`src/rtl/assert_macros.svh`:
```
// shared assertion shorthands for the pixel writer
`ifndef ASSERT_MACROS_SVH
`define ASSERT_MACROS_SVH

// same-cycle implication, checked outside reset
`define PFW_ASSERT_IMP(label, ante, cons, msg) \
  label: assert property (@(posedge clk) disable iff (rst) (ante) |-> (cons)) \
    else $error(msg);

// next-cycle implication, checked outside reset
`define PFW_ASSERT_NXT(label, ante, cons, msg) \
  label: assert property (@(posedge clk) disable iff (rst) (ante) |=> (cons)) \
    else $error(msg);

`endif

```
`src/rtl/pfw_pkg.sv`:
```
package pfw_pkg;

  // largest buffer dimension, larger register values saturate to it
  localparam int MAX_DIMENSION = 2048;

  // fixed field widths
  localparam int CFG_DIM_W = 12;
  localparam int XY_W      = 16;
  localparam int COLOUR_W  = 8;
  localparam int ADDR_W    = 24;
  localparam int DATA_W    = 32;
  localparam int COUNT_W   = 3;
  localparam int MASK_W    = 8;
  localparam int CFG_IDX_W = 3;

  // widths that follow from the largest dimension
  localparam int DIM_W    = $clog2(MAX_DIMENSION + 1);
  localparam int COORD_W  = $clog2(MAX_DIMENSION);
  localparam int STRIDE_W = $clog2(MAX_DIMENSION + 8);
  localparam int PIX_W    = COORD_W + STRIDE_W;
  localparam int CMP_W    = (DIM_W > CFG_DIM_W) ? DIM_W : CFG_DIM_W;
  localparam int SCALE_W  = (PIX_W + 2 > ADDR_W) ? PIX_W + 2 : ADDR_W;

  // luma weights, unsigned 0.16
  localparam int GRAY_ACC_W = 24;
  localparam logic [15:0] GRAY_WR = 16'd13926;
  localparam logic [15:0] GRAY_WG = 16'd46884;
  localparam logic [15:0] GRAY_WB = 16'd4725;

  localparam logic [COLOUR_W-1:0] ALPHA_HALF   = 8'h80;
  localparam logic [COLOUR_W-1:0] ALPHA_OPAQUE = 8'hFF;
  localparam logic [MASK_W-1:0]   MASK_FULL    = 8'hFF;
  localparam logic [MASK_W-1:0]   MASK_MSB     = 8'h80;

  // reset values of the registers
  localparam logic [CFG_DIM_W-1:0] WIDTH_RESET  = 12'd320;
  localparam logic [CFG_DIM_W-1:0] HEIGHT_RESET = 12'd240;

  typedef enum logic [1:0] {
    FMT_MONO   = 2'd0,
    FMT_GRAY   = 2'd1,
    FMT_RGB565 = 2'd2,
    FMT_RGB888 = 2'd3
  } fmt_t;

  typedef enum logic [1:0] {
    TRANS_OPAQUE = 2'd0,
    TRANS_KEY    = 2'd1,
    TRANS_ALPHA  = 2'd2
  } trans_t;

  typedef enum logic [CFG_IDX_W-1:0] {
    REG_FORMAT      = 3'd0,
    REG_TRANSPARENT = 3'd1,
    REG_ENDIAN      = 3'd2,
    REG_WIDTH       = 3'd3,
    REG_HEIGHT      = 3'd4
  } reg_idx_t;

  // configuration as seen by the formatting logic
  typedef struct packed {
    logic [1:0]           fmt;
    logic [1:0]           tmode;
    logic                 big_endian;
    logic [CFG_DIM_W-1:0] width;
    logic [CFG_DIM_W-1:0] height;
  } cfg_t;

endpackage

```
`src/rtl/pixel_format_writer.sv`:
```
// pixel_format_writer: one framebuffer write request per RGBA pixel
//
// input channel in_valid/in_ready carries pixel_x, pixel_y (signed) and the
// red, green, blue and alpha bytes. output channel out_valid/out_ready
// carries status, byte_address, byte_count, write_data and bit_mask; a pixel
// outside the image gives status 1 and all other fields zero.
// configuration goes through cfg_write/cfg_index/cfg_data: 0 pixel format,
// 1 transparency mode, 2 byte order, 3 width, 4 height. write it only while
// no request is in flight.
// the datapath is three register stages: bounds check and luma weights,
// row multiply and byte packing, address scaling into the output register.
// an accepted request passes through stage 1, stage 2 and the output
// register to out_valid; one request per cycle is taken and delivered
// while out_ready is high. when the receiver holds out_ready low the stages
// fill up behind the output register and in_ready drops once all three are
// occupied; nothing is lost or repeated. reset empties the pipeline and
// loads RGB565, opaque, little endian, 320 x 240.
`include "assert_macros.svh"

module pixel_format_writer (
  input  logic                              clk,
  input  logic                              rst,
  input  logic                              cfg_write,
  input  logic [pfw_pkg::CFG_IDX_W-1:0]     cfg_index,
  input  logic [pfw_pkg::CFG_DIM_W-1:0]     cfg_data,
  input  logic                              in_valid,
  output logic                              in_ready,
  input  logic signed [pfw_pkg::XY_W-1:0]   pixel_x,
  input  logic signed [pfw_pkg::XY_W-1:0]   pixel_y,
  input  logic [pfw_pkg::COLOUR_W-1:0]      red,
  input  logic [pfw_pkg::COLOUR_W-1:0]      green,
  input  logic [pfw_pkg::COLOUR_W-1:0]      blue,
  input  logic [pfw_pkg::COLOUR_W-1:0]      alpha,
  output logic                              out_valid,
  input  logic                              out_ready,
  output logic                              status,
  output logic [pfw_pkg::ADDR_W-1:0]        byte_address,
  output logic [pfw_pkg::COUNT_W-1:0]       byte_count,
  output logic [pfw_pkg::DATA_W-1:0]        write_data,
  output logic [pfw_pkg::MASK_W-1:0]        bit_mask
);
  import pfw_pkg::*;

  cfg_t cfg;

  logic en1;
  logic en2;
  logic en3;

  logic [DIM_W-1:0]      w_cl;
  logic [DIM_W-1:0]      h_cl;
  logic [STRIDE_W-1:0]   w_pad;
  logic                  reject_next;
  logic [GRAY_ACC_W-1:0] gray_acc;

  logic                  s1_valid;
  logic                  s1_reject;
  logic [COORD_W-1:0]    s1_ux;
  logic [COORD_W-1:0]    s1_uy;
  logic [STRIDE_W-1:0]   s1_stride;
  logic [COLOUR_W-1:0]   s1_gray;
  logic [COLOUR_W-1:0]   s1_red;
  logic [COLOUR_W-1:0]   s1_green;
  logic [COLOUR_W-1:0]   s1_blue;
  logic [COLOUR_W-1:0]   s1_alpha;

  logic [DATA_W-1:0]     pack_data;
  logic [COUNT_W-1:0]    pack_count;
  logic                  pack_lit;

  logic                  s2_valid;
  logic                  s2_reject;
  logic [PIX_W-1:0]      s2_pix;
  logic [DATA_W-1:0]     s2_data;
  logic [COUNT_W-1:0]    s2_count;
  logic                  s2_lit;

  logic [SCALE_W-1:0]    pix_ext;
  logic [SCALE_W-1:0]    scaled;
  logic [MASK_W-1:0]     mono_bit;

  // configuration registers
  always_ff @(posedge clk) begin
    if (rst) begin
      cfg.fmt        <= FMT_RGB565;
      cfg.tmode      <= TRANS_OPAQUE;
      cfg.big_endian <= 1'b0;
      cfg.width      <= WIDTH_RESET;
      cfg.height     <= HEIGHT_RESET;
    end else if (cfg_write) begin
      unique case (cfg_index)
        REG_FORMAT:      cfg.fmt        <= cfg_data[1:0];
        REG_TRANSPARENT: cfg.tmode      <= cfg_data[1:0];
        REG_ENDIAN:      cfg.big_endian <= cfg_data[0];
        REG_WIDTH:       cfg.width      <= cfg_data;
        REG_HEIGHT:      cfg.height     <= cfg_data;
        default: ;
      endcase
    end
  end

  // stage enables, a stage moves when the one after it can take its request
  assign en3      = !out_valid || out_ready;
  assign en2      = !s2_valid || en3;
  assign en1      = !s1_valid || en2;
  assign in_ready = en1;

  // saturated dimensions and padded mono row length
  assign w_cl  = (CMP_W'(cfg.width) > CMP_W'(MAX_DIMENSION)) ?
                 DIM_W'(MAX_DIMENSION) : DIM_W'(cfg.width);
  assign h_cl  = (CMP_W'(cfg.height) > CMP_W'(MAX_DIMENSION)) ?
                 DIM_W'(MAX_DIMENSION) : DIM_W'(cfg.height);
  assign w_pad = (STRIDE_W'(w_cl) + STRIDE_W'(7)) & ~STRIDE_W'(7);

  // bounds check against the image
  assign reject_next = pixel_x[XY_W-1] || pixel_y[XY_W-1] ||
                       ($unsigned(pixel_x) >= XY_W'(w_cl)) ||
                       ($unsigned(pixel_y) >= XY_W'(h_cl));

  // weighted luma sum, truncated to the integer part
  assign gray_acc = GRAY_ACC_W'(GRAY_WR) * GRAY_ACC_W'(red)
                  + GRAY_ACC_W'(GRAY_WG) * GRAY_ACC_W'(green)
                  + GRAY_ACC_W'(GRAY_WB) * GRAY_ACC_W'(blue);

  // stage 1
  always_ff @(posedge clk) begin
    if (rst) begin
      s1_valid <= 1'b0;
    end else if (en1) begin
      s1_valid <= in_valid;
    end
  end

  always_ff @(posedge clk) begin
    if (en1) begin
      s1_reject <= reject_next;
      s1_ux     <= pixel_x[COORD_W-1:0];
      s1_uy     <= pixel_y[COORD_W-1:0];
      s1_stride <= (cfg.fmt == FMT_MONO) ? w_pad : STRIDE_W'(w_cl);
      s1_gray   <= gray_acc[GRAY_ACC_W-1 -: COLOUR_W];
      s1_red    <= red;
      s1_green  <= green;
      s1_blue   <= blue;
      s1_alpha  <= alpha;
    end
  end

  // byte packing for the selected format
  pfw_pack u_pack (
    .cfg   (cfg),
    .red   (s1_red),
    .green (s1_green),
    .blue  (s1_blue),
    .alpha (s1_alpha),
    .gray  (s1_gray),
    .data  (pack_data),
    .count (pack_count),
    .lit   (pack_lit)
  );

  // stage 2: pixel index within the buffer
  always_ff @(posedge clk) begin
    if (rst) begin
      s2_valid <= 1'b0;
    end else if (en2) begin
      s2_valid <= s1_valid;
    end
  end

  always_ff @(posedge clk) begin
    if (en2) begin
      s2_reject <= s1_reject;
      s2_pix    <= PIX_W'(PIX_W'(s1_uy) * PIX_W'(s1_stride)) + PIX_W'(s1_ux);
      s2_data   <= pack_data;
      s2_count  <= pack_count;
      s2_lit    <= pack_lit;
    end
  end

  // byte address scaling, count equals bytes per pixel
  assign pix_ext = SCALE_W'(s2_pix);

  always_comb begin
    case (s2_count)
      3'd2:    scaled = pix_ext << 1;
      3'd3:    scaled = (pix_ext << 1) + pix_ext;
      3'd4:    scaled = pix_ext << 2;
      default: scaled = pix_ext;
    endcase
  end

  assign mono_bit = MASK_MSB >> s2_pix[2:0];

  // stage 3: output register
  always_ff @(posedge clk) begin
    if (rst) begin
      out_valid <= 1'b0;
    end else if (en3) begin
      out_valid <= s2_valid;
    end
  end

  always_ff @(posedge clk) begin
    if (en3) begin
      if (s2_reject) begin
        status       <= 1'b1;
        byte_address <= '0;
        byte_count   <= '0;
        write_data   <= '0;
        bit_mask     <= '0;
      end else if (cfg.fmt == FMT_MONO) begin
        status       <= 1'b0;
        byte_address <= ADDR_W'(pix_ext >> 3);
        byte_count   <= 3'd1;
        write_data   <= s2_lit ? DATA_W'(mono_bit) : '0;
        bit_mask     <= mono_bit;
      end else begin
        status       <= 1'b0;
        byte_address <= scaled[ADDR_W-1:0];
        byte_count   <= s2_count;
        write_data   <= s2_data;
        bit_mask     <= MASK_FULL;
      end
    end
  end

  // checks
  `PFW_ASSERT_IMP(a_reject_zero, out_valid && status,
    byte_count == '0 && bit_mask == '0 && write_data == '0,
    "rejected request carries a write")
  `PFW_ASSERT_IMP(a_count_range, out_valid && !status,
    byte_count != '0 && byte_count <= 3'd4,
    "issued write has a bad byte count")
  `PFW_ASSERT_IMP(a_mono_mask, out_valid && !status && cfg.fmt == FMT_MONO,
    $onehot(bit_mask) && byte_count == 3'd1,
    "mono write must touch exactly one bit")
  `PFW_ASSERT_NXT(a_accept_fill, in_valid && in_ready,
    s1_valid,
    "accepted pixel did not enter the first stage")

endmodule

```
`src/rtl/pfw_pack.sv`:
```
module pfw_pack (
  input  pfw_pkg::cfg_t                   cfg,
  input  logic [pfw_pkg::COLOUR_W-1:0]    red,
  input  logic [pfw_pkg::COLOUR_W-1:0]    green,
  input  logic [pfw_pkg::COLOUR_W-1:0]    blue,
  input  logic [pfw_pkg::COLOUR_W-1:0]    alpha,
  input  logic [pfw_pkg::COLOUR_W-1:0]    gray,
  output logic [pfw_pkg::DATA_W-1:0]      data,
  output logic [pfw_pkg::COUNT_W-1:0]     count,
  output logic                            lit
);
  import pfw_pkg::*;

  logic                is_key;
  logic                is_alpha;
  logic                see_through;
  logic [COLOUR_W-1:0] lum;
  logic [COLOUR_W-1:0] gray_m;
  logic [COLOUR_W-1:0] r_m;
  logic [COLOUR_W-1:0] g_m;
  logic [COLOUR_W-1:0] b_m;
  logic [15:0]         c565;
  logic [15:0]         c565_ord;

  // reserved mode code falls through as opaque
  assign is_key      = (cfg.tmode == TRANS_KEY);
  assign is_alpha    = (cfg.tmode == TRANS_ALPHA);
  assign see_through = (alpha < ALPHA_HALF);

  // mono luma approximation, lit on bit 7
  assign lum = {2'b00, red[7:2]} + {1'b0, green[7:1]} + {2'b00, blue[7:2]};
  assign lit = lum[7] && !((is_key || is_alpha) && see_through);

  // grayscale transparency handling
  always_comb begin
    gray_m = gray;
    if (is_key) begin
      if (gray == 8'd1) gray_m = '0;
      if (see_through) gray_m = 8'd1;
    end else if (is_alpha) begin
      if (alpha != ALPHA_OPAQUE) gray_m = alpha;
    end
  end

  // chroma key remapping for the colour formats
  always_comb begin
    r_m = red;
    g_m = green;
    b_m = blue;
    if (is_key) begin
      if (green == 8'd1 && red == '0 && blue == '0) g_m = '0;
      if (see_through) begin
        r_m = '0;
        b_m = '0;
        g_m = (cfg.fmt == FMT_RGB565) ? 8'd4 : 8'd1;
      end
    end
  end

  assign c565     = {r_m[7:3], g_m[7:2], b_m[7:3]};
  assign c565_ord = cfg.big_endian ? {c565[7:0], c565[15:8]} : c565;

  // byte packing, first byte in the low bits
  always_comb begin
    data  = '0;
    count = 3'd1;
    unique case (cfg.fmt)
      FMT_MONO: begin
        data  = '0;
        count = 3'd1;
      end
      FMT_GRAY: begin
        data  = {24'd0, gray_m};
        count = 3'd1;
      end
      FMT_RGB565: begin
        data  = is_alpha ? {8'd0, alpha, c565_ord} : {16'd0, c565_ord};
        count = is_alpha ? 3'd3 : 3'd2;
      end
      default: begin
        data  = {(is_alpha ? alpha : 8'd0), b_m, g_m, r_m};
        count = is_alpha ? 3'd4 : 3'd3;
      end
    endcase
  end

endmodule
```
`config.mk`:
```
export PLATFORM = sky130hd
export DESIGN_NAME = pixel_format_writer
export DESIGN_NICKNAME = d
export VERILOG_FILES = /design/src/rtl/pfw_pkg.sv /design/src/rtl/pixel_format_writer.sv /design/src/rtl/pfw_pack.sv
export VERILOG_INCLUDE_DIRS = /design/src /design/src/rtl
export SDC_FILE = /design/constraint.sdc
export NUM_CORES = 1
export LEC_CHECK = 0
export ABC_AREA = 1
export BUFFER_PORTS_ARGS = -buffer_cell sky130_fd_sc_hd__buf_4
export CAP_MARGIN = 20
export CORE_UTILIZATION = 57
export CTS_CLUSTER_DIAMETER = 50
export DETAILED_ROUTE_END_ITERATION = 7
export PLACE_DENSITY = 0.9
export SETUP_SLACK_MARGIN = 0.3
export SYNTH_ARGS = -nofsm -noshare
export SYNTH_HDL_FRONTEND = slang
export SYNTH_SLANG_ARGS = --single-unit
```
`constraint.sdc`:
```
create_clock -name clk -period 6.45 [get_ports clk]
set_input_delay 0.645 -clock clk [delete_from_list [all_inputs] [get_ports clk]]
set_output_delay 0.645 -clock clk [all_outputs]
set_load 0.02 [all_outputs]
```
==> metrics <==
Syn Area/Cell=8.62 µm²; DP Area=25800 µm²; relative slew slack=31.0%; clk slew on worst S/H paths=60 ps; Worst Setup Start Kind=input pin; slowest library cell on the worst path=fa_2; diode count=0; Compound-Gate Fraction of Synth Area=9.75%; Hold Path Class=in2reg; area grow syn2layout=15.7%; CTS tree=yes; hold_buf cts=0; Yosys reg bits=235; number of global-route vias before repair=20200; number of fill cells=3044; vias per inst=5.67; CTS H-tree depth=1; Worst Path Max Fanout=4; FF-to-FF setup slack=1120 ps; Final Setup Violations=0; area of the multi-input gates=14600 µm²; share of post-route cells with drive strength above 1=13.6%; routed wire length=64800 µm; Row Count=73; Initial Util=58.3%; CP top delay family=adder cells; first-pass GRT wire length=103000 µm; Max-cap violations=0; root buf cell=clkbuf_16; crit-path most repeated cell=inv_2; CP Capture Type=flop; post-synthesis xor/xnor area fraction=2.25%; HPWL Detailed=52400 µm; FF/Latch Area=6740 µm²; Max Slew Vio Count=0; largest net degree at the start of global routing=71; Die Span X=204 µm; post-synth net total=3284; GPL Wtd Cong=0.967; crit share post-route=98.5%; clock latency on the worst-skew pair=580 ps; sequential fraction of the synthesis area=28.8%; clock sinks=235; Core Region=40100 µm²; Die Height=204 µm; die area=41800 µm²; area of the mapped netlist=23400 µm²; residual DRC count=0; final net count=3505; wire per inst=18.6 µm; total track usage=31.3%; drt pass-1 iters=8; YS warnings=0; Bufs on Longest Clock Path=3; data required time at the worst endpoint=6750 ps; clock skew=31.8 ps; GRT overflow=0; Starting DRT DRC Count=1563; antenna violations before repair=0; simple-gate share of the synthesized area=15.4%; Min Clock Period, post-route=6350 ps; Buffers & Inverters on Critical Path=8; Slew @ Worst Pin=1040 ps; port bufs=153; unrepaired setup endpoints after global routing=true; PnR worst setup slack=96.9 ps; pre-CTS setup slack=-491 ps; final hold vios=0; Fmax=157 MHz; Crit path largest cell delay=550 ps; Synth Instances=2712; Via Count=19700; status=finished, final reports clean; final instance area=27100 µm²; post-synthesis adder-cell area fraction=32.8%; setup_tns=0 ps; crit path DAT=6660 ps; mux cell area share after synthesis=0%; TritonCTS buffer count=28; Crit Path Category=in2reg; post-synth cell types=51; largest family of logic cells by synthesized area=adder cells; IO Pins=154; Routed Antenna Nets=0
[logic make-up after synthesis]
logic type,Yosys count
compound gates,393
fa+ha+maj,488
buf+inv,676
simple gates,860
flops,235
xor+xnor,60
[sequential cells by signal (all words and copies together) (netlist names), 11 cells and up]
signal / cells
s2_data: 32
s1_ux: 11
s1_uy: 11
write_data: 32
cfg: 29
s1_stride: 12
s2_pix: 23
byte_address: 24
[repair_timing]
action | 4_1_cts | 5_1_grt
pin swaps | 23 | 11
setup endpoints to repair | 8 | 8
resized for setup | 36 | 35
setup buffers | 5 | 1
[area by class of cell]
class / instances / area share (%)
inverters: 626 / 8.70
well taps: 525 / 2.43
repair buffers: 241 / 6.81
flip-flops and latches: 235 / 24.9
clock inverters: 17 / 0.537
clock buffers: 34 / 2.83
multi-input cells: 1801 / 53.8
[routing by layer]
layer  GRT usage [%]  vias up  part of all wire, %
li1                -     9180                    -
met1            40.1     9363                   40
met2            52.5      962                   48
met3            4.92      234                  8.3
met4            13.5        0                  4.4
met5               0        -                    0
[through the flow]
step | cells | hold WS (ps) | util (%)
after floorplan | 2712 | 400 | -
after global placement | 3422 | 453 | 64.4
after detailed placement | 3422 | 458 | 64.4
after CTS | 3478 | 242 | 67.1
after global routing | 3479 | 251 | 67.5
final | 3479 | 255 | 67.5
[cells in the mapped netlist (all sizes together)]
master	n	area (µm²)
a2111oi	2	17.5
a211o	1	8.76
a211oi	2	15.0
a21boi	4	30.0
a21o	6	45.0
a21oi	153	773
a221oi	14	123
a22oi	3	22.5
a31oi	6	37.5
a32o	1	10.0
a32oi	2	17.5
and2	2	12.5
buf	16	78.8
clkbuf	34	128
clkinv	3	11.3
dfxtp	32	641
edfxtp	203	6100
fa	208	4160
ha	280	3500
inv	623	2340
nand2	525	1980
nand3	78	390
nand3b	7	52.6
nand4	30	203
nor2	170	678
nor3	26	156
nor4	17	106
o2111ai	4	35.0
o211ai	18	135
o21a	6	45.0
o21ai	136	696
o21bai	6	45.0
o221ai	11	96.3
o22ai	7	43.8
o31ai	11	82.6
or2	5	31.3
xnor2	23	201
xor2	37	324
[cell usage in the layout, fill, tap and decap left out, drive strengths merged, types with 12 or more instances in the layout]
master and n:
dfxtp 32, a221oi 14, fa 208, a21oi 153, nor2 170, clkinv 12, ha 280, xor2 37
nand4 30, nand2 525, clkbuf 34, inv 630, nand3 78, xnor2 23, o21ai 136, edfxtp 203
nor3 26, nor4 17, buf 241, o211ai 18
[worst paths after layout]
check	startpoint	end	cells after the start
max	red[5]	s1_gray[1]	28
min	pixel_y[6]	s1_uy[6]	1
max reg2reg	s1_uy[4]	s2_pix[19]	17
min reg2reg	s2_valid	out_valid	2
Power is not shown: default switching activity piles up to over one toggle a cycle in this logic, so the estimate is an artifact.
